===== config.mk =====
export PLATFORM = sky130hd
export DESIGN_NAME = indexed_list_store_flat
export DESIGN_NICKNAME = d
export VERILOG_FILES = /design/src/rtl/ils_pkg.sv /design/src/rtl/ils_cmd_if.sv /design/src/rtl/ils_rsp_if.sv /design/src/rtl/ils_ctrl.sv /design/src/rtl/ils_datapath.sv /design/src/rtl/indexed_list_store.sv /design/src/flat_wrapper.sv
export VERILOG_INCLUDE_DIRS = /design/src /design/src/rtl
export SDC_FILE = /design/constraint.sdc
export NUM_CORES = 2
export LEC_CHECK = 0
export ABC_AREA = 1
export BUFFER_PORTS_ARGS = -buffer_cell sky130_fd_sc_hd__buf_2
export CORE_MARGIN = 5
export CORE_UTILIZATION = 50
export DETAILED_ROUTE_END_ITERATION = 6
export PLACE_DENSITY = 0.68
export SYNTH_ARGS = -nofsm -noshare
export SYNTH_HDL_FRONTEND = slang
export SYNTH_SLANG_ARGS = --single-unit

===== constraint.sdc =====
create_clock -name clk -period 5.21 [get_ports clk]
set_clock_uncertainty 0.1 [all_clocks]
set_input_delay 0.521 -clock clk [delete_from_list [all_inputs] [get_ports clk]]
set_output_delay 0.521 -clock clk [all_outputs]
set_load 0.005 [all_outputs]

===== src/rtl/indexed_list_store_macros.svh =====
// assertion macros for the indexed list store
`ifndef INDEXED_LIST_STORE_MACROS_SVH
`define INDEXED_LIST_STORE_MACROS_SVH
`ifndef SYNTH
`define ILS_ASSERT_IMP(lbl, clk, rst, ante, cons, msg) \
  lbl: assert property (@(posedge clk) disable iff (rst) (ante) |-> (cons)) else $error(msg);
`define ILS_ASSERT_NXT(lbl, clk, rst, ante, cons, msg) \
  lbl: assert property (@(posedge clk) disable iff (rst) (ante) |=> (cons)) else $error(msg);
`else
`define ILS_ASSERT_IMP(lbl, clk, rst, ante, cons, msg)
`define ILS_ASSERT_NXT(lbl, clk, rst, ante, cons, msg)
`endif
`endif


===== src/rtl/ils_pkg.sv =====
// shared types and constants of the indexed list store
package ils_pkg;

  localparam int OPCODE_W = 3;
  localparam int POS_W    = 7;
  localparam int VAL_W    = 32;
  localparam int STATUS_W = 2;
  localparam int LEN_W    = 7;

  localparam logic [VAL_W-1:0] NO_VALUE = 32'hFFFF_FFFF;

  typedef enum logic [OPCODE_W-1:0] {
    OP_GET      = 3'd0,
    OP_ADD_HEAD = 3'd1,
    OP_ADD_TAIL = 3'd2,
    OP_ADD_AT   = 3'd3,
    OP_DELETE   = 3'd4
  } op_t;

  typedef enum logic [STATUS_W-1:0] {
    ST_DONE    = 2'd0,
    ST_INVALID = 2'd1,
    ST_FULL    = 2'd2
  } status_t;

  // what the decoded command turns into
  typedef enum logic [1:0] {
    DEC_GET,
    DEC_INSERT,
    DEC_DELETE,
    DEC_REJECT
  } dec_t;

  typedef enum logic [2:0] {
    S_IDLE,
    S_EVAL,
    S_SHIFT,
    S_DRAIN,
    S_PLACE,
    S_REPLY
  } state_t;

  typedef struct packed {
    logic load;
    logic eval;
    logic rd_get;
    logic shift_step;
    logic place;
    logic cnt_inc;
    logic cnt_dec;
    logic out_load;
  } ctrl_cmd_t;

  typedef struct packed {
    dec_t kind;
    logic shift_none;
    logic shift_last;
    logic is_del;
    logic out_free;
  } dp_stat_t;

endpackage


===== src/rtl/ils_cmd_if.sv =====
// command channel: opcode, position and value beat
interface ils_cmd_if;
  logic                              valid;
  logic                              ready;
  logic [ils_pkg::OPCODE_W-1:0]      opcode;
  logic [ils_pkg::POS_W-1:0]         position;
  logic signed [ils_pkg::VAL_W-1:0]  value_in;

  modport source (output valid, opcode, position, value_in, input ready);
  modport sink (input valid, opcode, position, value_in, output ready);
endinterface


===== src/rtl/ils_rsp_if.sv =====
// result channel: value, status and length beat
interface ils_rsp_if;
  logic                              valid;
  logic                              ready;
  logic signed [ils_pkg::VAL_W-1:0]  value_out;
  logic [ils_pkg::STATUS_W-1:0]      status;
  logic [ils_pkg::LEN_W-1:0]         length;

  modport source (output valid, value_out, status, length, input ready);
  modport sink (input valid, value_out, status, length, output ready);
endinterface


===== src/rtl/ils_ctrl.sv =====
// controller state machine of the indexed list store
`include "indexed_list_store_macros.svh"

module ils_ctrl (
  input  logic               clk,
  input  logic               rst,
  input  logic               in_valid,
  output logic               in_ready,
  input  ils_pkg::dp_stat_t  stat,
  output ils_pkg::ctrl_cmd_t cmd
);

  ils_pkg::state_t state, state_next;

  always_ff @(posedge clk) begin
    if (rst) begin
      state <= ils_pkg::S_IDLE;
    end else begin
      state <= state_next;
    end
  end

  always_comb begin
    state_next = state;
    unique case (state)
      ils_pkg::S_IDLE: begin
        if (in_valid) state_next = ils_pkg::S_EVAL;
      end
      ils_pkg::S_EVAL: begin
        unique case (stat.kind)
          ils_pkg::DEC_INSERT: begin
            state_next = stat.shift_none ? ils_pkg::S_PLACE : ils_pkg::S_SHIFT;
          end
          ils_pkg::DEC_DELETE: begin
            state_next = stat.shift_none ? ils_pkg::S_REPLY : ils_pkg::S_SHIFT;
          end
          default: state_next = ils_pkg::S_REPLY;
        endcase
      end
      ils_pkg::S_SHIFT: begin
        if (stat.shift_last) begin
          state_next = stat.is_del ? ils_pkg::S_REPLY : ils_pkg::S_DRAIN;
        end
      end
      ils_pkg::S_DRAIN: state_next = ils_pkg::S_PLACE;
      ils_pkg::S_PLACE: state_next = ils_pkg::S_REPLY;
      ils_pkg::S_REPLY: begin
        if (stat.out_free) state_next = ils_pkg::S_IDLE;
      end
      default: state_next = ils_pkg::S_IDLE;
    endcase
  end

  always_comb begin
    cmd      = '0;
    in_ready = 1'b0;
    unique case (state)
      ils_pkg::S_IDLE: begin
        in_ready = 1'b1;
        cmd.load = in_valid;
      end
      ils_pkg::S_EVAL: begin
        cmd.eval    = 1'b1;
        cmd.rd_get  = (stat.kind == ils_pkg::DEC_GET);
        cmd.cnt_dec = (stat.kind == ils_pkg::DEC_DELETE) && stat.shift_none;
      end
      ils_pkg::S_SHIFT: begin
        cmd.shift_step = 1'b1;
        cmd.cnt_dec    = stat.shift_last && stat.is_del;
      end
      ils_pkg::S_DRAIN: begin
      end
      ils_pkg::S_PLACE: begin
        cmd.place   = 1'b1;
        cmd.cnt_inc = 1'b1;
      end
      ils_pkg::S_REPLY: begin
        cmd.out_load = stat.out_free;
      end
      default: begin
      end
    endcase
  end

  // shifting is only ever entered from evaluation or continued
  `ILS_ASSERT_IMP(a_shift_entry, clk, rst, state == ils_pkg::S_SHIFT, $past(state) == ils_pkg::S_EVAL || $past(state) == ils_pkg::S_SHIFT, "shift entered from wrong state")
  // placing a value always follows a drained shift or a no-shift insert
  `ILS_ASSERT_IMP(a_place_entry, clk, rst, state == ils_pkg::S_PLACE, $past(state) == ils_pkg::S_EVAL || $past(state) == ils_pkg::S_DRAIN, "place entered from wrong state")

endmodule


===== src/rtl/ils_datapath.sv =====
// datapath: command registers, entry memory, shift pointers, count and result stage
`include "indexed_list_store_macros.svh"

module ils_datapath #(
  parameter int CAPACITY = 64
) (
  input  logic                              clk,
  input  logic                              rst,
  input  logic [ils_pkg::OPCODE_W-1:0]      opcode,
  input  logic [ils_pkg::POS_W-1:0]         position,
  input  logic signed [ils_pkg::VAL_W-1:0]  value_in,
  input  ils_pkg::ctrl_cmd_t                cmd,
  output ils_pkg::dp_stat_t                 stat,
  output logic                              out_valid,
  input  logic                              out_ready,
  output logic signed [ils_pkg::VAL_W-1:0]  value_out,
  output logic [ils_pkg::STATUS_W-1:0]      status,
  output logic [ils_pkg::LEN_W-1:0]         length
);

  localparam int CW   = $clog2(CAPACITY + 1);
  localparam int AW   = $clog2(CAPACITY);
  localparam int CMPW = (CW > ils_pkg::POS_W) ? CW : ils_pkg::POS_W;

  logic [ils_pkg::OPCODE_W-1:0] op_r;
  logic [ils_pkg::POS_W-1:0]    pos_r;
  logic [ils_pkg::VAL_W-1:0]    val_r;
  logic [CW-1:0]                count;

  logic                         is_del;
  logic                         get_ok;
  ils_pkg::status_t             code_r;
  logic [AW-1:0]                tpos_a;
  logic [AW-1:0]                ptr;
  logic [AW-1:0]                wr_addr;
  logic                         wr_pend;

  logic [ils_pkg::VAL_W-1:0]    mem [CAPACITY];
  logic [ils_pkg::VAL_W-1:0]    rd_data;
  logic                         rd_en;
  logic [AW-1:0]                rd_addr;

  logic [CMPW-1:0]              pos_x;
  logic [CMPW-1:0]              cnt_x;
  logic [CMPW-1:0]              tpos_x;
  logic [CMPW-1:0]              pos_p1;
  logic [CMPW-1:0]              cnt_m1;
  logic                         full;
  ils_pkg::dec_t                kind;
  ils_pkg::status_t             code;

  assign pos_x  = CMPW'(pos_r);
  assign cnt_x  = CMPW'(count);
  assign pos_p1 = pos_x + CMPW'(1);
  assign cnt_m1 = cnt_x - CMPW'(1);
  assign full   = (count >= CW'(CAPACITY));

  always_comb begin
    unique case (op_r)
      ils_pkg::OP_ADD_HEAD: tpos_x = '0;
      ils_pkg::OP_ADD_TAIL: tpos_x = cnt_x;
      default:              tpos_x = pos_x;
    endcase
  end

  // command decode against the current length
  always_comb begin
    kind = ils_pkg::DEC_REJECT;
    code = ils_pkg::ST_INVALID;
    unique case (op_r)
      ils_pkg::OP_GET: begin
        if (pos_x < cnt_x) begin
          kind = ils_pkg::DEC_GET;
          code = ils_pkg::ST_DONE;
        end
      end
      ils_pkg::OP_ADD_HEAD, ils_pkg::OP_ADD_TAIL, ils_pkg::OP_ADD_AT: begin
        if (tpos_x > cnt_x) begin
          code = ils_pkg::ST_INVALID;
        end else if (full) begin
          code = ils_pkg::ST_FULL;
        end else begin
          kind = ils_pkg::DEC_INSERT;
          code = ils_pkg::ST_DONE;
        end
      end
      ils_pkg::OP_DELETE: begin
        if (pos_x < cnt_x) begin
          kind = ils_pkg::DEC_DELETE;
          code = ils_pkg::ST_DONE;
        end
      end
      default: begin
      end
    endcase
  end

  assign stat.kind       = kind;
  assign stat.shift_none = (kind == ils_pkg::DEC_DELETE) ? (pos_p1 == cnt_x)
                                                         : (tpos_x == cnt_x);
  assign stat.shift_last = is_del ? (ptr == cnt_m1[AW-1:0]) : (ptr == tpos_a);
  assign stat.is_del     = is_del;
  assign stat.out_free   = !out_valid || out_ready;

  always_ff @(posedge clk) begin
    if (cmd.load) begin
      op_r  <= opcode;
      pos_r <= position;
      val_r <= value_in;
    end
    if (cmd.eval) begin
      is_del <= (kind == ils_pkg::DEC_DELETE);
      get_ok <= (kind == ils_pkg::DEC_GET);
      code_r <= code;
      tpos_a <= tpos_x[AW-1:0];
      ptr    <= (kind == ils_pkg::DEC_DELETE) ? pos_p1[AW-1:0] : cnt_m1[AW-1:0];
    end else if (cmd.shift_step) begin
      ptr <= is_del ? (ptr + AW'(1)) : (ptr - AW'(1));
    end
    if (cmd.shift_step) begin
      wr_addr <= is_del ? (ptr - AW'(1)) : (ptr + AW'(1));
    end
  end

  always_ff @(posedge clk) begin
    if (rst) begin
      wr_pend <= 1'b0;
      count   <= '0;
    end else begin
      wr_pend <= cmd.shift_step;
      if (cmd.cnt_inc) begin
        count <= count + CW'(1);
      end else if (cmd.cnt_dec) begin
        count <= count - CW'(1);
      end
    end
  end

  // entry memory: one write and one registered read per cycle
  assign rd_en   = cmd.rd_get || cmd.shift_step;
  assign rd_addr = cmd.shift_step ? ptr : pos_x[AW-1:0];

  always_ff @(posedge clk) begin
    if (wr_pend) begin
      mem[wr_addr] <= rd_data;
    end else if (cmd.place) begin
      mem[tpos_a] <= val_r;
    end
  end

  always_ff @(posedge clk) begin
    if (rd_en) begin
      rd_data <= mem[rd_addr];
    end
  end

  // result register
  always_ff @(posedge clk) begin
    if (rst) begin
      out_valid <= 1'b0;
    end else if (cmd.out_load) begin
      out_valid <= 1'b1;
    end else if (out_ready) begin
      out_valid <= 1'b0;
    end
  end

  always_ff @(posedge clk) begin
    if (cmd.out_load) begin
      value_out <= get_ok ? rd_data : ils_pkg::NO_VALUE;
      status    <= code_r;
      length    <= cnt_x[ils_pkg::LEN_W-1:0];
    end
  end

  `ILS_ASSERT_IMP(a_count_bound, clk, rst, 1'b1, count <= CW'(CAPACITY), "entry count above capacity")
  `ILS_ASSERT_IMP(a_one_write, clk, rst, wr_pend, !cmd.place, "shift write and place collide")
  `ILS_ASSERT_IMP(a_no_load_busy, clk, rst, cmd.out_load, !out_valid || out_ready, "result overwritten before taken")

endmodule


===== src/rtl/indexed_list_store.sv =====
// top level of the indexed list store
`include "indexed_list_store_macros.svh"

// Ordered list of up to CAPACITY signed 32-bit entries, entry 0 at the head.
// Each command beat on cmd (get, add at head, add at tail, add at index,
// delete at index) yields exactly one result beat on rsp carrying the value
// read (-1 unless a valid get), a status (done, index invalid, store full)
// and the list length after the command, masked to 7 bits. Commands are
// processed one at a time: cmd.ready is high only while no command is in
// work, but a new command is taken while the previous result still waits in
// the output register. Inserts and deletes move the later entries one place
// per cycle through the entry memory (one write and one registered read per
// cycle). The memory needs no clearing after reset: only entries below the
// length are ever read.
module indexed_list_store #(
  parameter int CAPACITY = 64
) (
  input logic      clk,
  input logic      rst,
  ils_cmd_if.sink  cmd,
  ils_rsp_if.source rsp
);

  ils_pkg::ctrl_cmd_t ctl;
  ils_pkg::dp_stat_t  stat;

  // sequencing of decode, shift, place and reply
  ils_ctrl u_ctrl (
    .clk      (clk),
    .rst      (rst),
    .in_valid (cmd.valid),
    .in_ready (cmd.ready),
    .stat     (stat),
    .cmd      (ctl)
  );

  // entry memory, count and result register
  ils_datapath #(
    .CAPACITY (CAPACITY)
  ) u_datapath (
    .clk       (clk),
    .rst       (rst),
    .opcode    (cmd.opcode),
    .position  (cmd.position),
    .value_in  (cmd.value_in),
    .cmd       (ctl),
    .stat      (stat),
    .out_valid (rsp.valid),
    .out_ready (rsp.ready),
    .value_out (rsp.value_out),
    .status    (rsp.status),
    .length    (rsp.length)
  );

  // one command in work at a time
  `ILS_ASSERT_NXT(a_one_in_work, clk, rst, cmd.valid && cmd.ready, !cmd.ready, "second command taken while busy")

endmodule


===== src/flat_wrapper.sv =====
// flat-port wrapper written by rule: the top's interface ports become plain ports
module indexed_list_store_flat 
#(
  parameter int CAPACITY = 64
)
  (clk, rst, cmd_valid, cmd_opcode, cmd_position, cmd_value_in, cmd_ready, rsp_valid, rsp_value_out, rsp_status, rsp_length, rsp_ready);
  ils_cmd_if cmd_i ();
  ils_rsp_if rsp_i ();
  input logic clk;
  input logic rst;
  input wire logic [$bits(cmd_i.valid)-1:0] cmd_valid;
  input wire logic [$bits(cmd_i.opcode)-1:0] cmd_opcode;
  input wire logic [$bits(cmd_i.position)-1:0] cmd_position;
  input wire logic [$bits(cmd_i.value_in)-1:0] cmd_value_in;
  output wire logic [$bits(cmd_i.ready)-1:0] cmd_ready;
  output wire logic [$bits(rsp_i.valid)-1:0] rsp_valid;
  output wire logic [$bits(rsp_i.value_out)-1:0] rsp_value_out;
  output wire logic [$bits(rsp_i.status)-1:0] rsp_status;
  output wire logic [$bits(rsp_i.length)-1:0] rsp_length;
  input wire logic [$bits(rsp_i.ready)-1:0] rsp_ready;
  assign cmd_i.valid = cmd_valid;
  assign cmd_i.opcode = cmd_opcode;
  assign cmd_i.position = cmd_position;
  assign cmd_i.value_in = cmd_value_in;
  assign cmd_ready = cmd_i.ready;
  assign rsp_valid = rsp_i.valid;
  assign rsp_value_out = rsp_i.value_out;
  assign rsp_status = rsp_i.status;
  assign rsp_length = rsp_i.length;
  assign rsp_i.ready = rsp_ready;
  indexed_list_store #(.CAPACITY(CAPACITY)) u_core (.clk(clk), .rst(rst), .cmd(cmd_i), .rsp(rsp_i));
endmodule

After elaboration in Yosys (flattened, before gate mapping):

Memories as Yosys holds them, arrays and structs flattened. A register that Yosys moved wholly into a read port is not among the register bits.
Index checks and enable logic that the tools add are counted.

* $add $sub $neg: 5
* multipliers: 0
* div/mod/pow operators: 0
* $lt $le $gt $ge: 3
* equal/unequal tests: 18
* shift operators: 0
* multiplexer cells: 45
* bitwise operators: 0
* reduce and logical (&&, ||, !) cells: 15

Operator list (number)
* $mux W6: 7
* $mux W32: 1
* $reduce_or A32 Y1: 1
* $mux W3: 6
* $pmux W3 S6: 1
* $mux W1: 16
* $add A7 B1 Y7 const B: 2
* $eq A7 B7 Y1: 2
* $mux W2: 7
* $mux W7: 2
* $pmux W7 S2: 1
* $eq A3 B2 Y1 const B: 4
* $eq A6 B6 Y1: 2
* $eq A3 B3 Y1 const B: 3
* $ge A7 B7 Y1 const B: 1
* $gt A7 B7 Y1: 1
* $lt A7 B7 Y1: 1
* $sub A7 B1 Y7 const B: 1
* $add A6 B1 Y6 const B: 1
* $eq A3 B1 Y1 const B: 2
* $logic_not A3 Y1: 2
* $ne A2 B2 Y1 const B: 3
* $pmux W2 S3: 1
* $pmux W3 S2: 1
* 13 further kinds: 17

* bits in registers: 117
* bits in latches: 0
* memory bits (writable): 2048
* memory bits (read-only): 0
* input port bits: 46
* output and inout port bits: 43
* logic and storage cells: 103
* memories: 1

Memories
* u_core.u_datapath.mem: words 64, bits a word 32, read ports 1, clocked after memory_dff 1, wr ports 1, RTL line ils_datapath.sv:38 `logic [ils_pkg::VAL_W-1:0] mem [CAPACITY];`

Depth between registers and ports, before layout:

* depth after elaboration: 11
* mapped depth: 28
* gate-level depth less buffers: 28

Modules after synthesis:

From an unflattened synthesis, not the netlist that was laid out.

* cell total of the unflattened synthesis: 9281
* area total of the unflattened synthesis: 96357.4 µm²

Modules (own cells, without submodules)
* ils_datapath: times used 1, cells an instance 9221, area each 96008.3 µm², seq. area each 65793.1 µm²
* ils_ctrl: times used 1, cells an instance 60, area each 349.1 µm², seq. area each 60.1 µm²

Least setup slack after synthesis:

No wires, ideal clock.

* path type: register to register
* start point: register u_core.u_ctrl.state[1]
* end point: memory u_core.u_datapath.mem[32][0] (netlist name) (enable)
* library setup time: 502 ps
* data arrival time: 4708 ps
* slack: -100 ps
* stages on the path, launching flop included: 10
* path buffers: 1
* cell sequence: dfxtp_1 > nor2_1 > inv_2 > nor2_4 > inv_2 > or2_1 > buf_4 > o21ai_4 > inv_2 > nor4_1

* cells in the longest elaborated chain, start to end: 7

Ends and longest elaborated chain
* start: declaration: RTL line ils_ctrl.sv:13 `ils_pkg::state_t state, state_next;`
* start signal: assignment: RTL line ils_ctrl.sv:17 `state <= ils_pkg::S_IDLE;`
* start signal: assignment: RTL line ils_ctrl.sv:19 `state <= state_next;`
* $eq A3 B3 Y1 *: RTL line ils_ctrl.sv:57 `unique case (state)`
* $mux W2 *: RTL line ils_ctrl.sv:57
* $mux W1 *: RTL line ils_datapath.sv:146 `end else if (cmd.place) begin`
* $mux W1 *: RTL line ils_datapath.sv:144 `if (wr_pend) begin`
* $mux W1 (not written as such) *: RTL line ils_datapath.sv:147 `mem[tpos_a] <= val_r;`
* $reduce_or A32 Y1 (no line)
* $mux W6 (no line) / $mux W1 (equally long branches)
* end: declaration: RTL line ils_datapath.sv:38

Every way passes the cells marked *; elsewhere a longest branch is shown, timed or not.

Worst setup path in the final report:

* start point: register u_core.u_datapath.op_r[2] (netlist name)
* end point: register u_core.u_datapath.count[1], in the netlist u_core.u_datapath.cnt_x[1]

* cells in the longest elaborated chain, start to end: 10

Ends and longest elaborated chain
* start: declaration: RTL line ils_datapath.sv:25 `logic [ils_pkg::OPCODE_W-1:0] op_r;`
* start signal: assignment: RTL line ils_datapath.sv:107 `op_r <= opcode;`
* $eq A3 B2 Y1 / $eq A3 B1 Y1 (equally long branches): RTL line ils_datapath.sv:59 `unique case (op_r)`
* $pmux W7 S2 *: RTL line ils_datapath.sv:59
* via u_core.u_datapath.tpos_x[4]: RTL line ils_datapath.sv:45 `logic [CMPW-1:0] tpos_x;`
* $gt A7 B7 Y1: RTL line ils_datapath.sv:78 `if (tpos_x > cnt_x) begin`
* $mux W2: RTL line ils_datapath.sv:78
* $pmux W2 S3: RTL line ils_datapath.sv:70 `unique case (op_r)`
* $eq A2 B2 Y1: RTL line ils_ctrl.sv:65, ils_datapath.sv:99
* $mux W1: RTL line ils_datapath.sv:99 `assign stat.shift_none = (kind == ils_pkg::DEC_DELETE) ? (pos_p1 == cnt_x)`
* $logic_and A1 B1 Y1 *: RTL line ils_ctrl.sv:65 `cmd.cnt_dec = (stat.kind == ils_pkg::DEC_DELETE) && stat.shift_none;`
* $pmux W1 S2 *: RTL line ils_ctrl.sv:57
* $reduce_bool A2 Y1 (no line) *
* end signal: assignment: RTL line ils_datapath.sv:132 `count <= count + CW'(1);`
* end signal: assignment: RTL line ils_datapath.sv:134 `count <= count - CW'(1);`
* end: declaration: RTL line ils_datapath.sv:28 `logic [CW-1:0] count;`

The timed path passes the listed nets; every way through them passes the cells marked *.
A chain may end at the register's enable or synchronous reset.

==> results.toml <==
[outcome]
status = "completed"

[synthesis]
syn_area_mm2 = 0.09043
synth_seq_cells = 2197
synthArstFlopShare = 0
synthTopCellsByArea = "edfxtp_1, nand2_1, nand3_1"
ys_seq_area_frac = 0.7282
yosysTopAreaCellShare = 0.7256
synth_fp_nets = 7786
yosysTopAreaCell = "edfxtp_1"
synth_xor_xnor_area_share = 0.001840
syn_avg_cell_area_um2 = 11.72
synth_edf_count = 2185
synth_cell_types = 39
synth.mux.area_fraction = 0
synthCells = 7718
yosys_warnings = 0
synth_compound_area_frac = 0.05640
synth_top_family_by_area = "simple AND/OR/NAND/NOR gates"
synth_fa_ha_area_frac = 0.003044
yosys.area_share.simple = 0.1721
dominantRegCellSynth = "edfxtp_1"

[setup_path]
critPathKind = "flip-flop to flip-flop"
cp-start-kind = "flip-flop"
required_ns = 5.86
r2r_slack_ns = 1.03
r2r_cells = 27
r2r-start = "u_core.u_datapath.op_r[2]"
crit_arrival_ns = 4.82
path_max_fanout = 9
r2r_end = "u_core.u_datapath.cnt_x[1]"
setup.worst_path.end_class = "flip-flop"

[detailed_routing]
drt.antenna.violating_nets = 0
wirelength_mm = 256.0
initialDrtViolationCount = 8354
drt_pass1_iterations = 6
routed-via-count = 60627
drc_errors = 0
routedWlPerCell_um = 24.61
vias_per_cell = 5.827

[timing]
setup_viol = 0
max_freq_mhz = 239.5
max-slew-margin-rel = 0.06966
hold_viol_final = 0
layout_min_cycle_time_ns = 4.175
rsz0062_at_grt = "false"
holdWs_ns = 0.1704
tightest_slew_ns = 1.392
fin_crit_sh = 0.8014
final.setup.worst_slack_ns = 1.035
drv_slew = 0

[power_and_ir_drop]
power.density_mw_per_mm2 = 407.1
comb_power_share = 0.153
finalPower_mw = 41.65
switchingPower_mw = 11.56
seqPwrFrac = 0.487
sw_frac_of_total = 0.2777
internal_power_mw = 30.08
ir_drop_mv = 0.3469
clkPwrFrac = 0.360
leakagePower_nw = 37.42

[final_layout]
final_common_cell = "nand2_1"
stdcell_count = 10404
drive_gt1_frac = 0.09350
area_delta_synth_final_pct = 13.13
finish.instance_area_mm2 = 0.1023
layout.nets = 7920
final_cell_mix = "nand2_1, edfxtp_1, nand3_1"

[place]
place_area_mm2 = 0.09508
dp_cells = 9964
dp_hpwl_mm = 138.8
place.gp.congestion = 0.8934
place_ws_ns = 1.034
port_buffers = 88

[floorplan]
die_h_um = 435.3
io_pins = 89
initial_core_util = 0.5014
dieArea_mm2 = 0.1895
core_mm2 = 0.1804
rows = 156
die_w_um = 435.3

[run]
maxCapViolations = 0

[clock_network]
clkSlewWorstSetupHoldPaths_ns = 0.06
cts_max_path_buffers = 3
worstSkewPairLatency_ns = 0.87
root_buffer = "clkbuf_16"
cts_tree = "done"
cts.htree.levels = 4
cts_inserted_buffers = 210
cts_sinks = 2197

[global_route]
grtUsageTotal = 0.2642
grt_pass1_vias = 56845
grt_max_degree = 112
grt_pass1_wl_mm = 376.0
grt-ovfl-total = 0
antenna_found_initial = 8

[hold_path]
min_to = "u_core.u_ctrl.state[1]"
min-delay-start = "cmd_valid"
min_path_type = "primary input to flip-flop"
hold_depth = 7
==> through the flow <==
stage               TNS, ns  utilization
floorplan            -23.44            -
global placement          0       0.5272
detailed placement        0       0.5272
CTS                       0       0.5671
global route              0       0.5672
finish                    0       0.5672
==> critical path: stages, from the launching register on <==
cell      delay [ns]
edfxtp_1        0.41
inv_1           0.13
nand2_1         0.22
nand2_1         0.29
o22ai_1         0.15
ha_1            0.33
nand3_1         0.08
nor2_1          0.14
inv_1           0.06
o221ai_1        0.16
nand2_1         0.10
nand2_1         0.09
o21ai_0         0.15
inv_1           0.09
ha_1            0.20
clkinv_1        0.09
nor2_1          0.10
nand3_1         0.08
nor2_1          0.11
nand3_1         0.08
nor2_1          0.08
nand3_1         0.11
o21ai_0         0.16
inv_1           0.13
nand2_1         0.25
nand2_1         0.09
nand2_1         0.07
nor2_1          0.04
==> how the worst max path moves through the flow <==
stage / cells past startpoint / slack, ns / to / startpoint
detailed placement: 27 / 1.03 / u_core.u_datapath.cnt_x[1] / u_core.u_datapath.op_r[2]
global route: 26 / 0.41 / u_core.u_datapath.cnt_x[3] / u_core.u_datapath.op_r[2]
finish: 27 / 1.03 / u_core.u_datapath.cnt_x[1] / u_core.u_datapath.op_r[2]
floorplan: 9 / -0.1 / u_core.u_datapath.mem[32][0] / u_core.u_ctrl.state[1]
global placement: 27 / 0.85 / u_core.u_datapath.cnt_x[5] / u_core.u_datapath.op_r[0]
CTS: 27 / 1.00 / u_core.u_datapath.cnt_x[1] / u_core.u_datapath.op_r[2]
==> routing by layer <==
| layer | vias up | wire, um | global-route usage |
|---|---|---|---|
| met2 | 3481 | 116000 | 0.4063 |
| met3 | 492 | 28850 | 0.05672 |
| li1 | 27187 | - | - |
| met5 | - | 15 | 0 |
| met4 | 2 | 8907 | 0.09134 |
| met1 | 29465 | 102300 | 0.3770 |
==> Yosys cell counts, types with 18 or more instances <==
cell type  count
edfxtp_1    2185
nor2_1       326
o21ai_0      398
o211ai_1     349
a21oi_1       55
nand3_1      823
clkbuf_1     124
inv_1        332
nand2_1     2665
xor2_1        18
ha_1          22
buf_2        290
buf_1         32
==> cell type report <==
cell class | instances | area, um2
multi-input cells | 4714 | 22010
fillers | 14299 | 78050
diodes | 2 | 5.005
well taps | 2370 | 2965
clock inverters | 126 | 1286
flip-flops and latches | 2197 | 65850
inverters | 344 | 1314
clock buffers | 266 | 5465
repair buffers | 385 | 3408
==> power groups by stage <==
stage                     sequential [mW]  combinational (mW)  clock (mW)
final                                20.3                6.38        15.0
after global routing                 20.3                6.86        15.9
after CTS                            20.3                6.27        15.1
after detailed placement             20.7                6.21           0
after global placement               20.7                6.12           0
after floorplan                      20.6                3.71           0
==> sequential cells by signal, summed over array words and instances, names as in the netlist <==
signal	cells
u_core.u_ctrl.state	3
u_core.u_datapath.cnt_x	7
u_core.u_datapath.code_r	2
u_core.u_datapath.get_ok	1
u_core.u_datapath.is_del	1
u_core.u_datapath.length	7
u_core.u_datapath.mem	2048
u_core.u_datapath.op_r	3
u_core.u_datapath.out_valid	1
u_core.u_datapath.pos_r	7
u_core.u_datapath.ptr	6
u_core.u_datapath.rd_data	32
u_core.u_datapath.status	2
u_core.u_datapath.tpos_a	6
u_core.u_datapath.val_r	32
u_core.u_datapath.value_out	32
u_core.u_datapath.wr_addr	6
u_core.u_datapath.wr_pend	1
==> kinds of logic (layout without fill, tap and decap cells) <==
logic type,Yosys count,in the layout
XOR/XNOR,19,19
other,0,2
AND/OR/NAND/NOR,3847,3847
adder cells (fa/ha/maj),22,22
AO/OA/AOI/OAI,826,826
flip-flops,2197,2197
buffers and inverters,807,1121
==> what timing repair did <==
item / 4_1_cts / 5_1_grt
setup buffers: 0 / 0
setup endpoints to repair: 0 / 0
hold buffers: 45 / 0
endpoints found under the hold margin: 54 / 0
gates resized for setup: 0 / 0
(Power assumes the default switching activity.)
